File: config.mk
export PLATFORM = sky130hd
export DESIGN_NAME = periodic_timer_table_flat
export DESIGN_NICKNAME = d
export VERILOG_FILES = /design/src/rtl/core/ptt_pkg.sv /design/src/rtl/core/ptt_req_if.sv /design/src/rtl/core/ptt_rsp_if.sv /design/src/rtl/core/periodic_timer_table.sv /design/src/flat_wrapper.sv
export SDC_FILE = /design/constraint.sdc
export NUM_CORES = 2
export LEC_CHECK = 0
export BUFFER_PORTS_ARGS = -buffer_cell sky130_fd_sc_hd__buf_2
export CAP_MARGIN = 20
export CORE_UTILIZATION = 47
export CTS_CLUSTER_SIZE = 24
export DETAILED_ROUTE_END_ITERATION = 16
export SLEW_MARGIN = 20
export SYNTH_ARGS = -nofsm -noshare
export SYNTH_HDL_FRONTEND = slang
export SYNTH_SLANG_ARGS = --single-unit
File: constraint.sdc
create_clock -name clk -period 12.85 [get_ports clk]
set_input_delay 0 -clock clk [delete_from_list [all_inputs] [get_ports clk]]
set_output_delay 0 -clock clk [all_outputs]
set_load 0.03 [all_outputs]
File: src/rtl/core/ptt_pkg.sv
// Shared constants and codes for the periodic timer table.
package ptt_pkg;

    localparam int TIMERS_DEFAULT = 16;

    localparam int OPCODE_W   = 2;
    localparam int ID_W       = 4;
    localparam int INTERVAL_W = 32;
    localparam int TIME_W     = 48;
    localparam int STATUS_W   = 3;
    localparam int PERIOD_W   = 42;   // interval_ms * 1000 stays below 2^42

    localparam logic [9:0] USEC_PER_MS = 10'd1000;

    localparam logic [OPCODE_W-1:0] OP_ADD    = 2'd0;
    localparam logic [OPCODE_W-1:0] OP_REMOVE = 2'd1;
    localparam logic [OPCODE_W-1:0] OP_TICK   = 2'd2;

    localparam logic [STATUS_W-1:0] ST_ADDED      = 3'd0;
    localparam logic [STATUS_W-1:0] ST_ARMED      = 3'd1;
    localparam logic [STATUS_W-1:0] ST_REMOVED    = 3'd2;
    localparam logic [STATUS_W-1:0] ST_NOT_ARMED  = 3'd3;
    localparam logic [STATUS_W-1:0] ST_FIRED      = 3'd4;
    localparam logic [STATUS_W-1:0] ST_NONE_FIRED = 3'd5;

endpackage

File: src/rtl/core/ptt_req_if.sv
// Request channel of the periodic timer table.
interface ptt_req_if;
    logic                               valid;
    logic                               ready;
    logic [ptt_pkg::OPCODE_W-1:0]       opcode;
    logic [ptt_pkg::ID_W-1:0]           timer_id;
    logic [ptt_pkg::INTERVAL_W-1:0]     interval_ms;
    logic [ptt_pkg::TIME_W-1:0]         now_us;

    modport source (output valid, opcode, timer_id, interval_ms, now_us, input ready);
    modport sink   (input valid, opcode, timer_id, interval_ms, now_us, output ready);
endinterface

File: src/rtl/core/ptt_rsp_if.sv
// Response channel of the periodic timer table.
interface ptt_rsp_if;
    logic                           valid;
    logic                           ready;
    logic [ptt_pkg::STATUS_W-1:0]   status;
    logic [ptt_pkg::ID_W-1:0]       fired_id;
    logic                           last;

    modport source (output valid, status, fired_id, last, input ready);
    modport sink   (input valid, status, fired_id, last, output ready);
endinterface

File: src/rtl/core/periodic_timer_table.sv
// Periodic timer table: TIMERS slots scanned one at a time by a shared datapath.
//
// req carries add, remove and tick requests; rsp returns results, with last
// set on the final result of each request. cfg_we/cfg_wdata write timer_mode
// (0 absolute, 1 relative); the user must do so only while the block is idle,
// as the block itself does not enforce it. Add and remove answer with one
// result, registered in the cycle after accept. A tick taken in S_IDLE walks
// the slots in id order through one multiply/subtract/compare unit: an idle
// slot passes through S_READ only, an armed one through S_READ, S_CALC and
// S_UPD, and S_FLUSH closes the scan. A firing is held back one step so that
// last can be set on the final one; a tick with no firing answers "none".
// One request is in flight at a time; req.ready is low during a scan.
// A single output register decouples rsp: when rsp stalls, the scan waits at
// the next firing until the register drains, so no result is dropped.
// Reset clears all armed flags, the mode and the output valid flag; period and
// start storage is not cleared and is used only for armed slots.
module periodic_timer_table #(
    parameter int TIMERS = ptt_pkg::TIMERS_DEFAULT
) (
    input  logic          clk,
    input  logic          rst_n,
    ptt_req_if.sink       req,
    ptt_rsp_if.source     rsp,
    input  logic          cfg_we,
    input  logic          cfg_wdata
);
    import ptt_pkg::*;

    localparam int IW = (TIMERS > 1) ? $clog2(TIMERS) : 1;
    localparam logic [IW-1:0] LAST_IDX = IW'(TIMERS - 1);

    typedef enum logic [4:0] {
        S_IDLE  = 5'b00001,
        S_READ  = 5'b00010,
        S_CALC  = 5'b00100,
        S_UPD   = 5'b01000,
        S_FLUSH = 5'b10000
    } state_t;

    state_t                 state_reg, state_next;
    logic [IW-1:0]          idx_reg, idx_next;
    logic [TIMERS-1:0]      armed_reg, armed_next;
    logic                   mode_reg;
    logic [TIME_W-1:0]      now_reg, now_next;
    logic                   pend_valid_reg, pend_valid_next;
    logic [ID_W-1:0]        pend_id_reg, pend_id_next;

    logic                   out_valid_reg;
    logic [STATUS_W-1:0]    out_status_reg;
    logic [ID_W-1:0]        out_id_reg;
    logic                   out_last_reg;
    logic                   out_free;

    logic                   push;
    logic [STATUS_W-1:0]    push_status;
    logic [ID_W-1:0]        push_id;
    logic                   push_last;

    logic [INTERVAL_W-1:0]  period_mem [TIMERS];
    logic [TIME_W-1:0]      start_mem  [TIMERS];
    logic [INTERVAL_W-1:0]  rd_period_reg;
    logic [TIME_W-1:0]      rd_start_reg;
    logic                   start_we, period_we;
    logic [IW-1:0]          mem_addr;
    logic [TIME_W-1:0]      wr_start;

    logic [PERIOD_W-1:0]    period_us_reg;
    logic [TIME_W-1:0]      elapsed_reg;

    logic                   id_ok;
    logic [IW-1:0]          id_idx;
    logic                   el_neg, fire, late;
    logic [TIME_W-1:0]      advanced;

    assign out_free  = !out_valid_reg || rsp.ready;
    assign req.ready = (state_reg == S_IDLE) && out_free;

    assign id_ok  = 32'(req.timer_id) < TIMERS;
    assign id_idx = IW'(req.timer_id);

    // shared compare/advance unit, working on the registered elapsed/period
    assign el_neg   = elapsed_reg[TIME_W-1];
    assign fire     = !el_neg && (elapsed_reg > TIME_W'(period_us_reg));
    assign late     = elapsed_reg > TIME_W'({period_us_reg, 1'b0});
    assign advanced = rd_start_reg + TIME_W'(period_us_reg);

    always_comb
    begin
        state_next      = state_reg;
        idx_next        = idx_reg;
        armed_next      = armed_reg;
        now_next        = now_reg;
        pend_valid_next = pend_valid_reg;
        pend_id_next    = pend_id_reg;
        push            = 1'b0;
        push_status     = ST_NONE_FIRED;
        push_id         = '0;
        push_last       = 1'b0;
        start_we        = 1'b0;
        period_we       = 1'b0;
        mem_addr        = idx_reg;
        wr_start        = now_reg;

        case (state_reg)
            S_IDLE:
            begin
                if (req.valid && out_free)
                begin
                    case (req.opcode)
                        OP_ADD:
                        begin
                            push      = 1'b1;
                            push_id   = req.timer_id;
                            push_last = 1'b1;
                            if (id_ok && !armed_reg[id_idx])
                            begin
                                armed_next[id_idx] = 1'b1;
                                start_we           = 1'b1;
                                period_we          = 1'b1;
                                mem_addr           = id_idx;
                                wr_start           = req.now_us;
                                push_status        = ST_ADDED;
                            end
                            else
                            begin
                                push_status = ST_ARMED;
                            end
                        end
                        OP_REMOVE:
                        begin
                            push      = 1'b1;
                            push_id   = req.timer_id;
                            push_last = 1'b1;
                            if (id_ok && armed_reg[id_idx])
                            begin
                                armed_next[id_idx] = 1'b0;
                                push_status        = ST_REMOVED;
                            end
                            else
                            begin
                                push_status = ST_NOT_ARMED;
                            end
                        end
                        OP_TICK:
                        begin
                            now_next        = req.now_us;
                            idx_next        = '0;
                            pend_valid_next = 1'b0;
                            state_next      = S_READ;
                        end
                        default:
                        begin
                        end
                    endcase
                end
            end
            S_READ:
            begin
                if (armed_reg[idx_reg])
                    state_next = S_CALC;
                else if (idx_reg == LAST_IDX)
                    state_next = S_FLUSH;
                else
                    idx_next = idx_reg + 1'b1;
            end
            S_CALC:
            begin
                state_next = S_UPD;
            end
            S_UPD:
            begin
                // a new firing pushes the held one out; wait if rsp is full
                if (!(fire && pend_valid_reg && !out_free))
                begin
                    if (el_neg)
                    begin
                        start_we = 1'b1;
                        wr_start = now_reg;
                    end
                    else if (fire)
                    begin
                        start_we = 1'b1;
                        wr_start = (late || mode_reg) ? now_reg : advanced;
                        if (pend_valid_reg)
                        begin
                            push        = 1'b1;
                            push_status = ST_FIRED;
                            push_id     = pend_id_reg;
                            push_last   = 1'b0;
                        end
                        pend_valid_next = 1'b1;
                        pend_id_next    = ID_W'(idx_reg);
                    end
                    if (idx_reg == LAST_IDX)
                    begin
                        state_next = S_FLUSH;
                    end
                    else
                    begin
                        idx_next   = idx_reg + 1'b1;
                        state_next = S_READ;
                    end
                end
            end
            S_FLUSH:
            begin
                if (out_free)
                begin
                    push      = 1'b1;
                    push_last = 1'b1;
                    if (pend_valid_reg)
                    begin
                        push_status = ST_FIRED;
                        push_id     = pend_id_reg;
                    end
                    else
                    begin
                        push_status = ST_NONE_FIRED;
                        push_id     = '0;
                    end
                    state_next = S_IDLE;
                end
            end
            default:
            begin
                state_next = S_IDLE;
            end
        endcase
    end

    always_ff @(posedge clk or negedge rst_n)
    begin
        if (!rst_n)
        begin
            state_reg      <= S_IDLE;
            idx_reg        <= '0;
            armed_reg      <= '0;
            mode_reg       <= 1'b0;
            pend_valid_reg <= 1'b0;
            out_valid_reg  <= 1'b0;
        end
        else
        begin
            state_reg      <= state_next;
            idx_reg        <= idx_next;
            armed_reg      <= armed_next;
            pend_valid_reg <= pend_valid_next;
            if (cfg_we)
                mode_reg <= cfg_wdata;
            if (push)
                out_valid_reg <= 1'b1;
            else if (rsp.ready)
                out_valid_reg <= 1'b0;
        end
    end

    always_ff @(posedge clk)
    begin
        now_reg     <= now_next;
        pend_id_reg <= pend_id_next;
        if (push)
        begin
            out_status_reg <= push_status;
            out_id_reg     <= push_id;
            out_last_reg   <= push_last;
        end
        if (state_reg == S_CALC)
        begin
            period_us_reg <= PERIOD_W'(rd_period_reg) * PERIOD_W'(USEC_PER_MS);
            elapsed_reg   <= now_reg - rd_start_reg;
        end
    end

    // slot storage: one write port, registered read at the scan index
    always_ff @(posedge clk)
    begin
        if (start_we)
            start_mem[mem_addr] <= wr_start;
        if (period_we)
            period_mem[mem_addr] <= req.interval_ms;
        rd_start_reg  <= start_mem[idx_reg];
        rd_period_reg <= period_mem[idx_reg];
    end

    assign rsp.valid    = out_valid_reg;
    assign rsp.status   = out_status_reg;
    assign rsp.fired_id = out_id_reg;
    assign rsp.last     = out_last_reg;

endmodule

File: src/flat_wrapper.sv
// flat-port wrapper written by rule: the top's interface ports become plain ports
module periodic_timer_table_flat import ptt_pkg::*;
#(
    parameter int TIMERS = ptt_pkg::TIMERS_DEFAULT
)
  (clk, rst_n, cfg_we, cfg_wdata, req_valid, req_opcode, req_timer_id, req_interval_ms, req_now_us, req_ready, rsp_valid, rsp_status, rsp_fired_id, rsp_last, rsp_ready);
  ptt_req_if req_i ();
  ptt_rsp_if rsp_i ();
  input  logic clk;
  input  logic rst_n;
  input  logic cfg_we;
  input  logic cfg_wdata;
  input wire logic [$bits(req_i.valid)-1:0] req_valid;
  input wire logic [$bits(req_i.opcode)-1:0] req_opcode;
  input wire logic [$bits(req_i.timer_id)-1:0] req_timer_id;
  input wire logic [$bits(req_i.interval_ms)-1:0] req_interval_ms;
  input wire logic [$bits(req_i.now_us)-1:0] req_now_us;
  output wire logic [$bits(req_i.ready)-1:0] req_ready;
  output wire logic [$bits(rsp_i.valid)-1:0] rsp_valid;
  output wire logic [$bits(rsp_i.status)-1:0] rsp_status;
  output wire logic [$bits(rsp_i.fired_id)-1:0] rsp_fired_id;
  output wire logic [$bits(rsp_i.last)-1:0] rsp_last;
  input wire logic [$bits(rsp_i.ready)-1:0] rsp_ready;
  assign req_i.valid = req_valid;
  assign req_i.opcode = req_opcode;
  assign req_i.timer_id = req_timer_id;
  assign req_i.interval_ms = req_interval_ms;
  assign req_i.now_us = req_now_us;
  assign req_ready = req_i.ready;
  assign rsp_valid = rsp_i.valid;
  assign rsp_status = rsp_i.status;
  assign rsp_fired_id = rsp_i.fired_id;
  assign rsp_last = rsp_i.last;
  assign rsp_i.ready = rsp_ready;
  periodic_timer_table #(.TIMERS(TIMERS)) u_core (.clk(clk), .rst_n(rst_n), .req(req_i), .rsp(rsp_i), .cfg_we(cfg_we), .cfg_wdata(cfg_wdata));
endmodule
==> flow_summary_export.csv <==
group,metric,value,unit
outcome,outcome,"finished, final reports clean",
logic_synthesis,syn_inst,3932,
logic_synthesis,syn_area,68900,sq um
worst_setup_path,reg2reg_slack,7.34,ns
clock_tree,cts_tree,"yes",
routing,remaining_drc_errors,0,
logic_synthesis,synth-compound-area-share,0.0537,
sta,skew,0.0331,ns
logic_synthesis,synthMuxAreaShare,0.137,
worst_setup_path,crit_required,13.27,ns
logic_synthesis,yosys.area_share.adder,0.0802,
sta,finalSetupTns,0,ns
sta,rsz0062_at_grt,"no",
sta,worst_pin_slew,1.18,ns
floorplanning,fp.coreArea,146000,sq um
final_layout,regMostFlops,"u_core.start_mem",
sta,finalHoldViolCount,0,
sta,layout_setup_ws,7.34,ns
routing,route.met2.wl,79.4,mm
routing,wire_per_inst,27.1,um
final_layout,largest_reg_flops,768,
clock_tree,cts_buffers,158,
clock_tree,cts_max_level,4,
worst_setup_path,startpoint_type,"flip-flop",
clock_tree,clkSinkCount,1535,
worst_setup_path,setup.worst_path.end_class,"flip-flop",
logic_synthesis,synthArstFlopShare,0.0182,
routing,dr_wl_met3,12.6,mm
placement,dpl_worst_slack,7.35,ns
hold_path,hold_depth,2,
logic_synthesis,ys_ff_latch,1535,
final_layout,drive_above_1_share,0.210,
sta,drv_slew,0,
final_layout,final_area,78700,sq um
logic_synthesis,yosys_warnings,0,
worst_setup_path,worstReg2RegEnd,"u_core.start_mem[0][2]$_DFFE_PP_",
global_route,grt_pass1_wl,250,mm
routing,first_pass_iters,8,
placement,place_congestion,0.918,
floorplanning,ios,102,
hold_path,worstHoldStart,"req_now_us[33]",
placement,dp_hpwl,105,mm
sta,fmax,182,MHz
floorplanning,row_count,140,
clock_tree,clk_latency,0.80,ns
hold_path,hold_class,"in2reg",
logic_synthesis,synth-main-ff-cell,"edfxtp_1",
worst_setup_path,path_cells,"nor3_1 -> nand2_1 -> or2_2 -> nor3_2 -> clkinv_1 -> nor3_4 -> buf_4 -> nand2_1 -> o31ai_1 -> nand2_1 -> nor2_4 -> buf_4",
clock_tree,cts_root_buf,"clkbuf_16",
floorplanning,dieArea,148000,sq um
pwr,p_per_area,190,nW/um^2
routing,ant_nets,0,
logic_synthesis,synth-edff-count,1427,
global_route,grt_pass1_vias,37297,
hold_path,hold_path_end,"u_core.now_reg[33]$_DFFE_PP_",
final_layout,reg_top3,"u_core.start_mem: 768 flops, u_core.period_mem: 512 flops",
routing,routed.top_layer,"met5",
routing,drtIter0Drc,3511,
pwr,peakVddDrop,0.206,mV
logic_synthesis,synth-xor-area-share,0.0149,
floorplanning,die_w,385,um
global_route,groute.usage.overall,0.234,
worst_setup_path,max_stage_delay,0.86,ns
logic_synthesis,synth_cell_types,84,
logic_synthesis,synth_top_cell_by_area,"edfxtp_1",
routing,wirelength,172,mm
flow_run,drv_cap,0,
floorplanning,dieHeight,385,um
logic_synthesis,yosys-top-cells-area,"edfxtp_1 (62%), mux4_2 (13%), ha_1 (4.5%)",
floorplanning,start_util,0.474,
sta,period_needed,5.51,ns
logic_synthesis,synth_top_family_by_area,"multiplexers",
routing,wirelength_met1,75.6,mm
routing,vias,37131,
worst_setup_path,worst-setup-path-type,"reg2reg",
worst_setup_path,reg2reg_from,"u_core.state_reg[1]$_DFFE_PN0P_",
clock_tree,clock_path_buffers,3,
global_route,antenna_found_initial,11,
sta,setup_viol,0,
pwr,leakage,27.0,nW
logic_synthesis,avgSynthCellArea,17.5,sq um
logic_synthesis,ys_seq_area_frac,0.655,
worst_setup_path,path_max_fanout,44,
worst_setup_path,cp_common_cell,"nand2_1",
logic_synthesis,synth-simple-area-share,0.0356,
global_route,grt_max_degree,103,
placement,placed_area,72100,sq um
sta,slew_headroom,0.206,
global_route,overflow,0,
final_layout,final_nets,4735,
worst_setup_path,worst-r2r-cell-count,12,
worst_setup_path,cp_slowest_cell,"nor2_4",
logic_synthesis,synth_top_area_share,0.622,
final_layout,syn2layout_area_growth,14.2,%
routing,viasPerCell,5.86,
sta,finalCritPeriodShare,0.429,
clock_tree,cts_resized,0,
placement,port_buffers,101,
logic_synthesis,synth_nets,4394,
worst_setup_path,worst_ep_arrival_time,5.93,ns
clock_tree,clk_pin_slew,0.06,ns
-- power breakdown --
part           internal [W]  switching [W]
Combinational       0.00189        0.00263
Sequential          0.00583      0.0000983
Clock               0.00257        0.00196
Total                0.0103        0.00469
-- cell usage in the layout (no fill, tap or decap), drive strengths merged, types with 18 or more instances in the layout --
cell / count
nor3: 36
nand4: 22
dlygate4sd3: 141
clkbuf: 219
o21a: 21
and3: 20
xnor2: 75
dfrtp: 27
buf: 175
nor2b: 20
nor2: 103
mux4: 410
edfxtp: 1427
o21ai: 118
a21oi: 168
nand3: 42
nand2: 164
xor2: 42
a31oi: 18
a21o: 86
ha: 250
nand2b: 22
inv: 292
fa: 120
o211ai: 25
dfxtp: 80
o21bai: 18
clkinv: 58
a22oi: 25
-- per-stage QoR --
step            util  hold slack, ns  power [W]  instances
2_1_floorplan      -          -0.296    0.00931       3932
3_3_place_gp   0.495          0.0860     0.0105       5881
3_5_place_dp   0.495          0.0810     0.0105       5882
4_1_cts        0.540         0.00548     0.0151       6319
5_1_grt        0.541          0.0250     0.0158       6328
6_report       0.541          0.0604     0.0150       6331
-- worst max path at each step --
stage                                    startpoint                               end  slack [ns]  cells past startpoint
detailed placement  u_core.state_reg[1]$_DFFE_PN0P_  u_core.start_mem[0][2]$_DFFE_PP_        7.35                     12
floorplan           u_core.state_reg[3]$_DFFE_PN0P_   u_core.state_reg[3]$_DFFE_PN0P_        5.60                      5
finish              u_core.state_reg[1]$_DFFE_PN0P_  u_core.start_mem[0][2]$_DFFE_PP_        7.34                     12
CTS                 u_core.state_reg[1]$_DFFE_PN0P_  u_core.start_mem[0][3]$_DFFE_PP_        7.32                     12
global route        u_core.state_reg[1]$_DFFE_PN0P_  u_core.start_mem[0][2]$_DFFE_PP_        7.07                     12
global placement    u_core.state_reg[1]$_DFFE_PN0P_  u_core.start_mem[0][2]$_DFFE_PP_        7.47                     12
-- cells by family after synthesis --
logic type | after synthesis
buf+inv | 423
xor+xnor | 117
mux | 429
simple gates | 490
compound gates | 568
fa+ha+maj | 370
flops | 1535
-- Yosys cell counts (6+ instances only) --
| cell | count |
|---|---|
| edfxtp_1 | 1427 |
| mux4_2 | 410 |
| inv_1 | 285 |
| ha_1 | 250 |
| a21oi_1 | 168 |
| nand2_1 | 154 |
| fa_1 | 120 |
| clkbuf_1 | 102 |
| nor2_1 | 102 |
| o21ai_0 | 96 |
| a21o_1 | 85 |
| dfxtp_1 | 80 |
| xnor2_1 | 75 |
| nand3_1 | 42 |
| xor2_1 | 42 |
| nor3_1 | 32 |
| dfrtp_1 | 27 |
| a22oi_1 | 25 |
| buf_1 | 22 |
| nand2b_1 | 22 |
| nand4_1 | 22 |
| o21a_1 | 21 |
| o21ai_1 | 21 |
| and3_1 | 20 |
| nor2b_1 | 19 |
| a31oi_1 | 18 |
| o21bai_1 | 18 |
| o211ai_1 | 16 |
| mux2_2 | 15 |
| a211oi_1 | 14 |
| and4_1 | 13 |
| or2_2 | 11 |
| nand2_2 | 10 |
| o31ai_1 | 10 |
| o211ai_2 | 9 |
| or3_1 | 8 |
| a21boi_0 | 7 |
| buf_2 | 6 |
| o31a_1 | 6 |
-- worst max-delay path, delay by kind of cell, from the launching register on --
kind,cells,cell delay (ns)
buffers and inverters,3,1.53
DFF,1,0.43
AOI/OAI and AO/OA,1,0.26
and+or+nand+nor,8,2.80
-- cell type report --
class	instances	area, sq um
clock buffer	217	4340
sequential	1535	45200
antenna	6	15.0
clock inverter	78	821
inverter	286	1070
multi-input combinational	1974	22400
timing repair buffer	318	2510
fill	11371	66800
tap	1917	2400
-- layer usage --
metal,vias to the layer above,GRT usage
met1,19360,0.343
met3,237,0.0479
met4,4,0.0645
li1,16232,-
met2,1298,0.358
met5,-,0
-- timing repair --
action	CTS	global route
setup buffers	0	0
hold buffers	142	0
endpoints found under the hold margin	902	0
setup endpoints to repair	0	0
(Power assumes the default switching activity.)
